$ cat src/hdl/okvt_pkg.sv
// Shared types and codes for the ordered key/value table.
`timescale 1ns / 1ps

package okvt_pkg;

   // request modes as they arrive on the request word
   localparam logic [2:0] MODE_INSERT = 3'd0;
   localparam logic [2:0] MODE_UPDATE = 3'd1;
   localparam logic [2:0] MODE_UPSERT = 3'd2;
   localparam logic [2:0] MODE_ERASE  = 3'd3;
   localparam logic [2:0] MODE_LOOKUP = 3'd4;
   localparam logic [2:0] MODE_FETCH  = 3'd5;

   // operations as queued for the back end
   localparam logic [2:0] OP_INSERT = 3'd0;
   localparam logic [2:0] OP_UPDATE = 3'd1;
   localparam logic [2:0] OP_UPSERT = 3'd2;
   localparam logic [2:0] OP_ERASE  = 3'd3;
   localparam logic [2:0] OP_LOOKUP = 3'd4;
   localparam logic [2:0] OP_FETCH  = 3'd5;
   localparam logic [2:0] OP_NOP    = 3'd7;

   // result status codes
   localparam logic [2:0] ST_OK        = 3'd0;
   localparam logic [2:0] ST_NOT_FOUND = 3'd1;
   localparam logic [2:0] ST_PRESENT   = 3'd2;
   localparam logic [2:0] ST_FULL      = 3'd3;
   localparam logic [2:0] ST_RANGE     = 3'd4;

   typedef struct packed {
      logic [2:0]  mode;
      logic [31:0] key_in;
      logic [31:0] value_in;
      logic [3:0]  position;
   } req_type;

   typedef struct packed {
      logic [2:0]  status;
      logic [31:0] key_out;
      logic [31:0] value_out;
      logic [4:0]  entry_count;
   } rsp_type;

   typedef struct packed {
      logic [2:0]  op;
      logic [31:0] key_in;
      logic [31:0] value_in;
      logic [3:0]  position;
   } cmd_type;

   // queue head handed from front end to back end
   typedef struct packed {
      logic    valid;
      cmd_type cmd;
   } head_type;

endpackage

$ cat src/hdl/okvt_front.sv
// Front end: takes request words, classifies the mode and queues commands.
`timescale 1ns / 1ps

module okvt_front import okvt_pkg::*; (
   input  logic     clock,
   input  logic     reset,
   input  logic     start,
   output logic     busy,
   input  req_type  req_data,
   output head_type head,
   input  logic     pop
);

   localparam int QUEUE_DEPTH = 2;
   localparam int QAW = $clog2(QUEUE_DEPTH);
   localparam int QCW = $clog2(QUEUE_DEPTH + 1);

   cmd_type        q_ff [QUEUE_DEPTH];
   cmd_type        q_in [QUEUE_DEPTH];
   logic [QAW-1:0] wr_ptr_ff, wr_ptr_in;
   logic [QAW-1:0] rd_ptr_ff, rd_ptr_in;
   logic [QCW-1:0] count_ff, count_in;
   logic           push;
   cmd_type        entry;

   assign busy = (count_ff == QCW'(QUEUE_DEPTH));
   assign push = start & ~busy;

   // map the mode onto an operation; unused modes become a no-op
   always_comb begin
      entry.key_in   = req_data.key_in;
      entry.value_in = req_data.value_in;
      entry.position = req_data.position;
      case (req_data.mode)
         MODE_INSERT: entry.op = OP_INSERT;
         MODE_UPDATE: entry.op = OP_UPDATE;
         MODE_UPSERT: entry.op = OP_UPSERT;
         MODE_ERASE:  entry.op = OP_ERASE;
         MODE_LOOKUP: entry.op = OP_LOOKUP;
         MODE_FETCH:  entry.op = OP_FETCH;
         default:     entry.op = OP_NOP;
      endcase
   end

   always_comb begin
      q_in      = q_ff;
      wr_ptr_in = wr_ptr_ff;
      rd_ptr_in = rd_ptr_ff;
      count_in  = count_ff;
      if (push) begin
         q_in[wr_ptr_ff] = entry;
         wr_ptr_in       = wr_ptr_ff + QAW'(1);
      end
      if (pop) begin
         rd_ptr_in = rd_ptr_ff + QAW'(1);
      end
      if (push && !pop) begin
         count_in = count_ff + QCW'(1);
      end else if (pop && !push) begin
         count_in = count_ff - QCW'(1);
      end
   end

   assign head.valid = (count_ff != '0);
   assign head.cmd   = q_ff[rd_ptr_ff];

   always_ff @(posedge clock) begin
      q_ff <= q_in;
   end

   always_ff @(posedge clock) begin
      if (reset) begin
         wr_ptr_ff <= '0;
         rd_ptr_ff <= '0;
         count_ff  <= '0;
      end else begin
         wr_ptr_ff <= wr_ptr_in;
         rd_ptr_ff <= rd_ptr_in;
         count_ff  <= count_in;
      end
   end

   a_no_pop_empty: assert property (@(posedge clock) disable iff (reset)
      pop |-> count_ff != '0)
      else $error("command queue popped while empty");

   a_count_bound: assert property (@(posedge clock) disable iff (reset)
      count_ff <= QCW'(QUEUE_DEPTH))
      else $error("command queue count beyond depth");

endmodule

$ cat src/hdl/okvt_back.sv
// Back end: holds the ordered slots, matches keys and carries out commands.
`timescale 1ns / 1ps

module okvt_back import okvt_pkg::*; #(
   parameter int CAPACITY    = 16,
   parameter int KEY_WIDTH   = 32,
   parameter int VALUE_WIDTH = 32
) (
   input  logic     clock,
   input  logic     reset,
   input  head_type head,
   output logic     pop,
   output logic     rsp_valid,
   output rsp_type  rsp_data
);

   localparam int IW = (CAPACITY > 1) ? $clog2(CAPACITY) : 1;
   localparam int CW = $clog2(CAPACITY + 1);
   localparam int PW = (CW > 4) ? CW : 4;

   localparam logic S_IDLE = 1'b0;
   localparam logic S_EXEC = 1'b1;

   logic                   state_ff, state_in;
   cmd_type                cmd_ff, cmd_in;
   logic [CAPACITY-1:0]    match_ff, match_in;
   logic [KEY_WIDTH-1:0]   key_slot_ff [CAPACITY];
   logic [KEY_WIDTH-1:0]   key_slot_in [CAPACITY];
   logic [VALUE_WIDTH-1:0] value_slot_ff [CAPACITY];
   logic [VALUE_WIDTH-1:0] value_slot_in [CAPACITY];
   logic [CW-1:0]          occ_ff, occ_in;
   logic                   rsp_valid_ff, rsp_valid_in;
   rsp_type                rsp_ff, rsp_in;

   logic [KEY_WIDTH-1:0]   head_key;
   logic [KEY_WIDTH-1:0]   cmd_key;
   logic [VALUE_WIDTH-1:0] cmd_value;
   logic                   found;
   logic                   full;
   logic [IW-1:0]          hit_idx;
   logic [IW-1:0]          pos_idx;
   logic                   pos_ok;

   assign head_key  = KEY_WIDTH'(head.cmd.key_in);
   assign cmd_key   = KEY_WIDTH'(cmd_ff.key_in);
   assign cmd_value = VALUE_WIDTH'(cmd_ff.value_in);
   assign found     = |match_ff;
   assign full      = (occ_ff == CW'(CAPACITY));
   assign pos_idx   = IW'(cmd_ff.position);
   assign pos_ok    = (PW'(cmd_ff.position) < PW'(occ_ff));

   // keys are unique, so at most one match bit is set: encode by OR
   always_comb begin
      hit_idx = '0;
      for (int i = 0; i < CAPACITY; i++) begin
         if (match_ff[i]) begin
            hit_idx = hit_idx | IW'(i);
         end
      end
   end

   always_comb begin
      state_in      = state_ff;
      cmd_in        = cmd_ff;
      match_in      = match_ff;
      key_slot_in   = key_slot_ff;
      value_slot_in = value_slot_ff;
      occ_in        = occ_ff;
      rsp_valid_in  = 1'b0;
      rsp_in        = rsp_ff;
      pop           = 1'b0;
      case (state_ff)
         S_IDLE: begin
            if (head.valid) begin
               pop    = 1'b1;
               cmd_in = head.cmd;
               for (int i = 0; i < CAPACITY; i++) begin
                  match_in[i] = (CW'(i) < occ_ff) && (key_slot_ff[i] == head_key);
               end
               state_in = S_EXEC;
            end
         end
         S_EXEC: begin
            state_in           = S_IDLE;
            rsp_valid_in       = 1'b1;
            rsp_in.status      = ST_OK;
            rsp_in.key_out     = '0;
            rsp_in.value_out   = '0;
            case (cmd_ff.op)
               OP_INSERT, OP_UPSERT: begin
                  if (found) begin
                     if (cmd_ff.op == OP_INSERT) begin
                        rsp_in.status = ST_PRESENT;
                     end else begin
                        for (int i = 0; i < CAPACITY; i++) begin
                           if (match_ff[i]) value_slot_in[i] = cmd_value;
                        end
                     end
                  end else if (full) begin
                     rsp_in.status = ST_FULL;
                  end else begin
                     // push every entry back by one and place the new pair in front
                     for (int i = CAPACITY - 1; i > 0; i--) begin
                        key_slot_in[i]   = key_slot_ff[i-1];
                        value_slot_in[i] = value_slot_ff[i-1];
                     end
                     key_slot_in[0]   = cmd_key;
                     value_slot_in[0] = cmd_value;
                     occ_in           = occ_ff + CW'(1);
                  end
               end
               OP_UPDATE: begin
                  if (!found) begin
                     rsp_in.status = ST_NOT_FOUND;
                  end else begin
                     for (int i = 0; i < CAPACITY; i++) begin
                        if (match_ff[i]) value_slot_in[i] = cmd_value;
                     end
                  end
               end
               OP_ERASE: begin
                  if (!found) begin
                     rsp_in.status = ST_NOT_FOUND;
                  end else begin
                     // close the gap: pull every later entry forward by one
                     for (int i = 0; i < CAPACITY - 1; i++) begin
                        if (IW'(i) >= hit_idx) begin
                           key_slot_in[i]   = key_slot_ff[i+1];
                           value_slot_in[i] = value_slot_ff[i+1];
                        end
                     end
                     occ_in = occ_ff - CW'(1);
                  end
               end
               OP_LOOKUP: begin
                  if (!found) begin
                     rsp_in.status = ST_NOT_FOUND;
                  end else begin
                     rsp_in.value_out = 32'(value_slot_ff[hit_idx]);
                  end
               end
               OP_FETCH: begin
                  if (pos_ok) begin
                     rsp_in.key_out   = 32'(key_slot_ff[pos_idx]);
                     rsp_in.value_out = 32'(value_slot_ff[pos_idx]);
                  end else begin
                     rsp_in.status = ST_RANGE;
                  end
               end
               default: begin
               end
            endcase
            rsp_in.entry_count = 5'(occ_in);
         end
         default: begin
            state_in = S_IDLE;
         end
      endcase
   end

   assign rsp_valid = rsp_valid_ff;
   assign rsp_data  = rsp_ff;

   always_ff @(posedge clock) begin
      cmd_ff        <= cmd_in;
      match_ff      <= match_in;
      key_slot_ff   <= key_slot_in;
      value_slot_ff <= value_slot_in;
      rsp_ff        <= rsp_in;
   end

   always_ff @(posedge clock) begin
      if (reset) begin
         state_ff     <= S_IDLE;
         occ_ff       <= '0;
         rsp_valid_ff <= 1'b0;
      end else begin
         state_ff     <= state_in;
         occ_ff       <= occ_in;
         rsp_valid_ff <= rsp_valid_in;
      end
   end

   a_rsp_after_exec: assert property (@(posedge clock) disable iff (reset)
      rsp_valid_ff |-> $past(state_ff == S_EXEC))
      else $error("result strobe without an executed command");

   a_occ_bound: assert property (@(posedge clock) disable iff (reset)
      occ_ff <= CW'(CAPACITY))
      else $error("entry count beyond capacity");

   a_single_match: assert property (@(posedge clock) disable iff (reset)
      state_ff == S_EXEC |-> $onehot0(match_ff))
      else $error("key matched in more than one slot");

endmodule

$ cat src/hdl/ordered_key_value_table.sv
// Top level of the ordered key/value table: front end, command queue and back end.
`timescale 1ns / 1ps
//
//  channel   ports                        handshake
//  request   start, busy, req_data        taken when start && !busy
//  result    rsp_valid, rsp_data          one-cycle strobe, cannot be held off
//
//  The back end pops one command at a time: in idle it compares the key against
//  every slot in parallel, in execute it shifts or writes the slots. The result
//  strobe follows the taken request through the queue, match and result registers.
//  busy rises only while the two-entry command queue is full.
//  Synchronous reset empties the table; slot contents need no clearing.
//
module ordered_key_value_table import okvt_pkg::*; #(
   parameter int CAPACITY    = 16,
   parameter int KEY_WIDTH   = 32,
   parameter int VALUE_WIDTH = 32
) (
   input  logic    clock,
   input  logic    reset,
   input  logic    start,
   output logic    busy,
   input  req_type req_data,
   output logic    rsp_valid,
   output rsp_type rsp_data
);

   head_type head;
   logic     pop;

   okvt_front u_front (
      .clock    (clock),
      .reset    (reset),
      .start    (start),
      .busy     (busy),
      .req_data (req_data),
      .head     (head),
      .pop      (pop)
   );

   okvt_back #(
      .CAPACITY    (CAPACITY),
      .KEY_WIDTH   (KEY_WIDTH),
      .VALUE_WIDTH (VALUE_WIDTH)
   ) u_back (
      .clock     (clock),
      .reset     (reset),
      .head      (head),
      .pop       (pop),
      .rsp_valid (rsp_valid),
      .rsp_data  (rsp_data)
   );

endmodule
$ cat config.mk
export PLATFORM = sky130hd
export DESIGN_NAME = ordered_key_value_table
export DESIGN_NICKNAME = d
export VERILOG_FILES = /design/src/hdl/okvt_pkg.sv /design/src/hdl/okvt_front.sv /design/src/hdl/okvt_back.sv /design/src/hdl/ordered_key_value_table.sv
export SDC_FILE = /design/constraint.sdc
export NUM_CORES = 2
export LEC_CHECK = 0
export BUFFER_PORTS_ARGS = -buffer_cell sky130_fd_sc_hd__buf_2
export CORE_ASPECT_RATIO = 1.4
export CORE_MARGIN = 4
export CORE_UTILIZATION = 30
export DETAILED_ROUTE_END_ITERATION = 6
export GPL_ROUTABILITY_DRIVEN = 0
export PLACE_DENSITY = 0.48
export REMOVE_ABC_BUFFERS = 1
export SETUP_SLACK_MARGIN = 0.5
export SYNTH_ARGS = -nofsm -noshare
export SYNTH_HDL_FRONTEND = slang
export SYNTH_SLANG_ARGS = --single-unit
$ cat constraint.sdc
create_clock -name clock -period 9.6 [get_ports clock]
set_clock_uncertainty 0.2 [all_clocks]
set_input_delay 2.88 -clock clock [delete_from_list [all_inputs] [get_ports clock]]
set_output_delay 2.88 -clock clock [all_outputs]
set_load 0.02 [all_outputs]
==> results.json <==
{
  "antenna_found_initial": 17,
  "async_reset_ff_frac": 0,
  "arrival_ns": 5.83,
  "die_area_sq_um": 268000,
  "yosys.area.top_type_share": 0.512,
  "final_cell_mix": "1,325 x edfxtp_1, 512 x mux2i_1, 480 x a22o_1, 367 x nand2_1, 317 x nor2_1",
  "fin_ws_ns": 4.09,
  "place_ws_ns": 3.86,
  "viasPerCell": 6.07,
  "io_buffers": 147,
  "synth_edf_count": 1325,
  "fmax_mhz": 181,
  "core.rowCount": 220,
  "final_area_sq_um": 87000,
  "netlist_instances": 6138,
  "yosysSeqAreaShare": 0.515,
  "avgSynthCellArea_sq_um": 12.7,
  "layout-drive-gt1-share": 0.157,
  "grt_max_degree": 198,
  "period_minus_slack_ns": 5.51,
  "yosys.area.top_type": "edfxtp_1",
  "maxCapViolCount": 0,
  "slowest_stage": "nor4_1",
  "maxSlewViolCount": 0,
  "final_cell_count_no_fill": 9537,
  "synth_area_leaders": "edfxtp_1 51%, mux4_2 8.3%, mux2i_1 6.6%",
  "ctsResizeCount": 0,
  "worst_slew_pin_slew_ns": 1.34,
  "ios": 148,
  "syn_to_final_growth_pct": 11.9,
  "routedWlPerCell_um": 33.4,
  "die_h_um": 610,
  "drt_pass1_iterations": 6,
  "drt_iter0_markers": 6816,
  "place_inst": 9264,
  "final_common_cell": "edfxtp_1",
  "synth_cell_types": 49,
  "clk_latency_ns": 0.84,
  "endpoint_kind": "flop",
  "rsz0062_at_grt": "no",
  "cts_setup_buffers": 0,
  "post_dp_cell_area_sq_um": 82200,
  "hold_path_class": "reg2reg",
  "fin_tns_setup_ns": 0,
  "core_sq_um": 257000,
  "status": "completed",
  "clk_pin_slew_worst_paths_ns": 0.06,
  "totalWireLength_um": 319000,
  "clk_path_buf_depth": 4,
  "synth-seq-cells": 1336,
  "fin_total_pwr_uw": 26300,
  "fin_crit_sh": 0.574,
  "grt_pass1_wl_um": 445000,
  "grt_usage": 0.229,
  "start_util": 0.302,
  "cp-start-kind": "flop",
  "holdBufCountCts": 0,
  "die-width_um": 438,
  "worstPathCellList": "buf_4, mux2i_4, buf_4, xor2_1, nand4_1, nor4_1, nand4_1, nor4_1",
  "cp_max_fo": 31,
  "htreeDepth": 4,
  "power_leakage_uw": 0.0290,
  "yosysWarnings": 0,
  "grt_overflow": 0,
  "setup_viol": 0,
  "r2r_start": "u_front.rd_ptr_ff",
  "power.density_nw_per_um2": 302,
  "antenna_left": 0,
  "grt_pass1_vias": 56200,
  "syn_area_sq_um": 77800,
  "ir_worst_vdd_mv": 0.251,
  "relSlewSlack": 0.0969,
  "crit_required_ns": 9.91,
  "vias": 57900,
  "cts_inserted_buffers": 156,
  "critPathLaunch": "u_front.rd_ptr_ff",
  "holdCritStartpoint": "u_front.count_ff[1]",
  "synth_ff_type": "edfxtp_1",
  "cts_tree": "built",
  "drc": 0,
  "fin_nets": 6063,
  "worstSetupPathType": "reg2reg",
  "critPathMaxStageDelay_ns": 0.87,
  "root_buffer": "clkbuf_16",
  "clkSinkCount": 1336,
  "dp_hpwl_um": 195000,
  "hold_viol": 0
}
layer usage:
metal / GRT usage / share of wire / vias up
met5: 0 / 0.000088 / -
met4: 0.164 / 0.085 / 4
met3: 0.0309 / 0.064 / 758
met2: 0.381 / 0.48 / 2836
met1: 0.272 / 0.37 / 30100
li1: - / - / 24200
report_power, final:
part / total (uW) / internal (uW) / switching, uW
sequential: 9070 / 7990 / 1080
clock: 5950 / 3360 / 2590
combinational: 11200 / 4280 / 6970
total: 26300 / 15600 / 10600
kinds of logic (layout without fill, tap and decap cells):
kind of cell / count (synthesis) / after routing / synth area share
compound gates: 1563 / 1563 / 0.157
xor+xnor: 522 / 522 / 0.0588
fa+ha+maj: 7 / 7 / 0.00113
buf+inv: 686 / 637 / 0.0350
flops: 1336 / 1336 / 0.515
mux: 903 / 903 / 0.168
other cells: 0 / 7 / 0
simple gates: 1121 / 1121 / 0.0662
state kept, by name (all words and copies together), names as in the netlist, 2 cells and up:
name and count:
u_back.cmd_key 32, u_back.rsp_data 72, u_back.match_ff 16, u_back.cmd_ff 3, u_back.pos_idx 4, u_back.value_slot_ff 512
u_front.q_ff 142, u_front.count_ff 2, u_back.cmd_value 32, u_back.occ_ff 5, u_back.key_slot_ff 512
metrics by stage:
stage                     hold WS [ns]  utilization
after floorplan                  0.266            -
after global placement           0.288        0.319
after detailed placement         0.309        0.319
after CTS                        0.320        0.338
after global routing             0.349        0.338
final                            0.312        0.338
synth_stat cells, types with 4 or more instances:
cell type / n
xor2_1: 305
a31oi_1: 102
edfxtp_1: 1325
nand3_1: 73
buf_6: 4
buf_1: 44
nor2b_1: 34
o21ai_1: 32
a222oi_1: 32
and2_1: 4
buf_2: 84
or4_1: 7
a21oi_1: 55
mux2i_4: 22
mux2_2: 71
a22o_1: 480
a21o_1: 4
nor3_1: 15
nor4_1: 72
a22oi_1: 193
nor2_1: 345
a211oi_1: 103
o22ai_1: 64
mux2i_2: 10
dfxtp_1: 11
o21ai_0: 200
inv_1: 75
xnor2_1: 217
ha_1: 7
nand4_1: 88
nand2_1: 371
nor4_2: 4
o2111ai_1: 33
mux4_2: 288
mux2i_1: 512
a221o_1: 256
and3_1: 101
clkbuf_1: 477
final cells by class:
class / count / area [sq um]
Tap cell: 3441 / 4310
Fill cell: 25200 / 170000
Inverter: 75 / 287
Multi-Input combinational cell: 4116 / 35600
Antenna cell: 7 / 17.5
Timing Repair Buffer: 297 / 2010
Clock buffer: 193 / 4160
Sequential cell: 1336 / 40000
Clock inverter: 72 / 644
worst paths after layout:
check | endpoint | slack, ns | depth (start not counted)
setup / recovery | u_back.match_ff[13] | 4.09 | 8
hold / removal | u_front.count_ff[1] | 0.31 | 2
setup reg to reg | u_back.match_ff[13] | 4.09 | 8
hold reg to reg | u_front.count_ff[1] | 0.31 | 2
critical path: cells and delay by family, from the launching register on:
kind | cells | cell delay (ns)
xor gates and xnor gates | 1 | 0.65
buffers and inverters | 2 | 1.05
muxes | 1 | 0.34
DFF | 1 | 0.77
and+or+nand+nor | 4 | 2.09
Note: power is estimated with default switching activity, not from simulation.
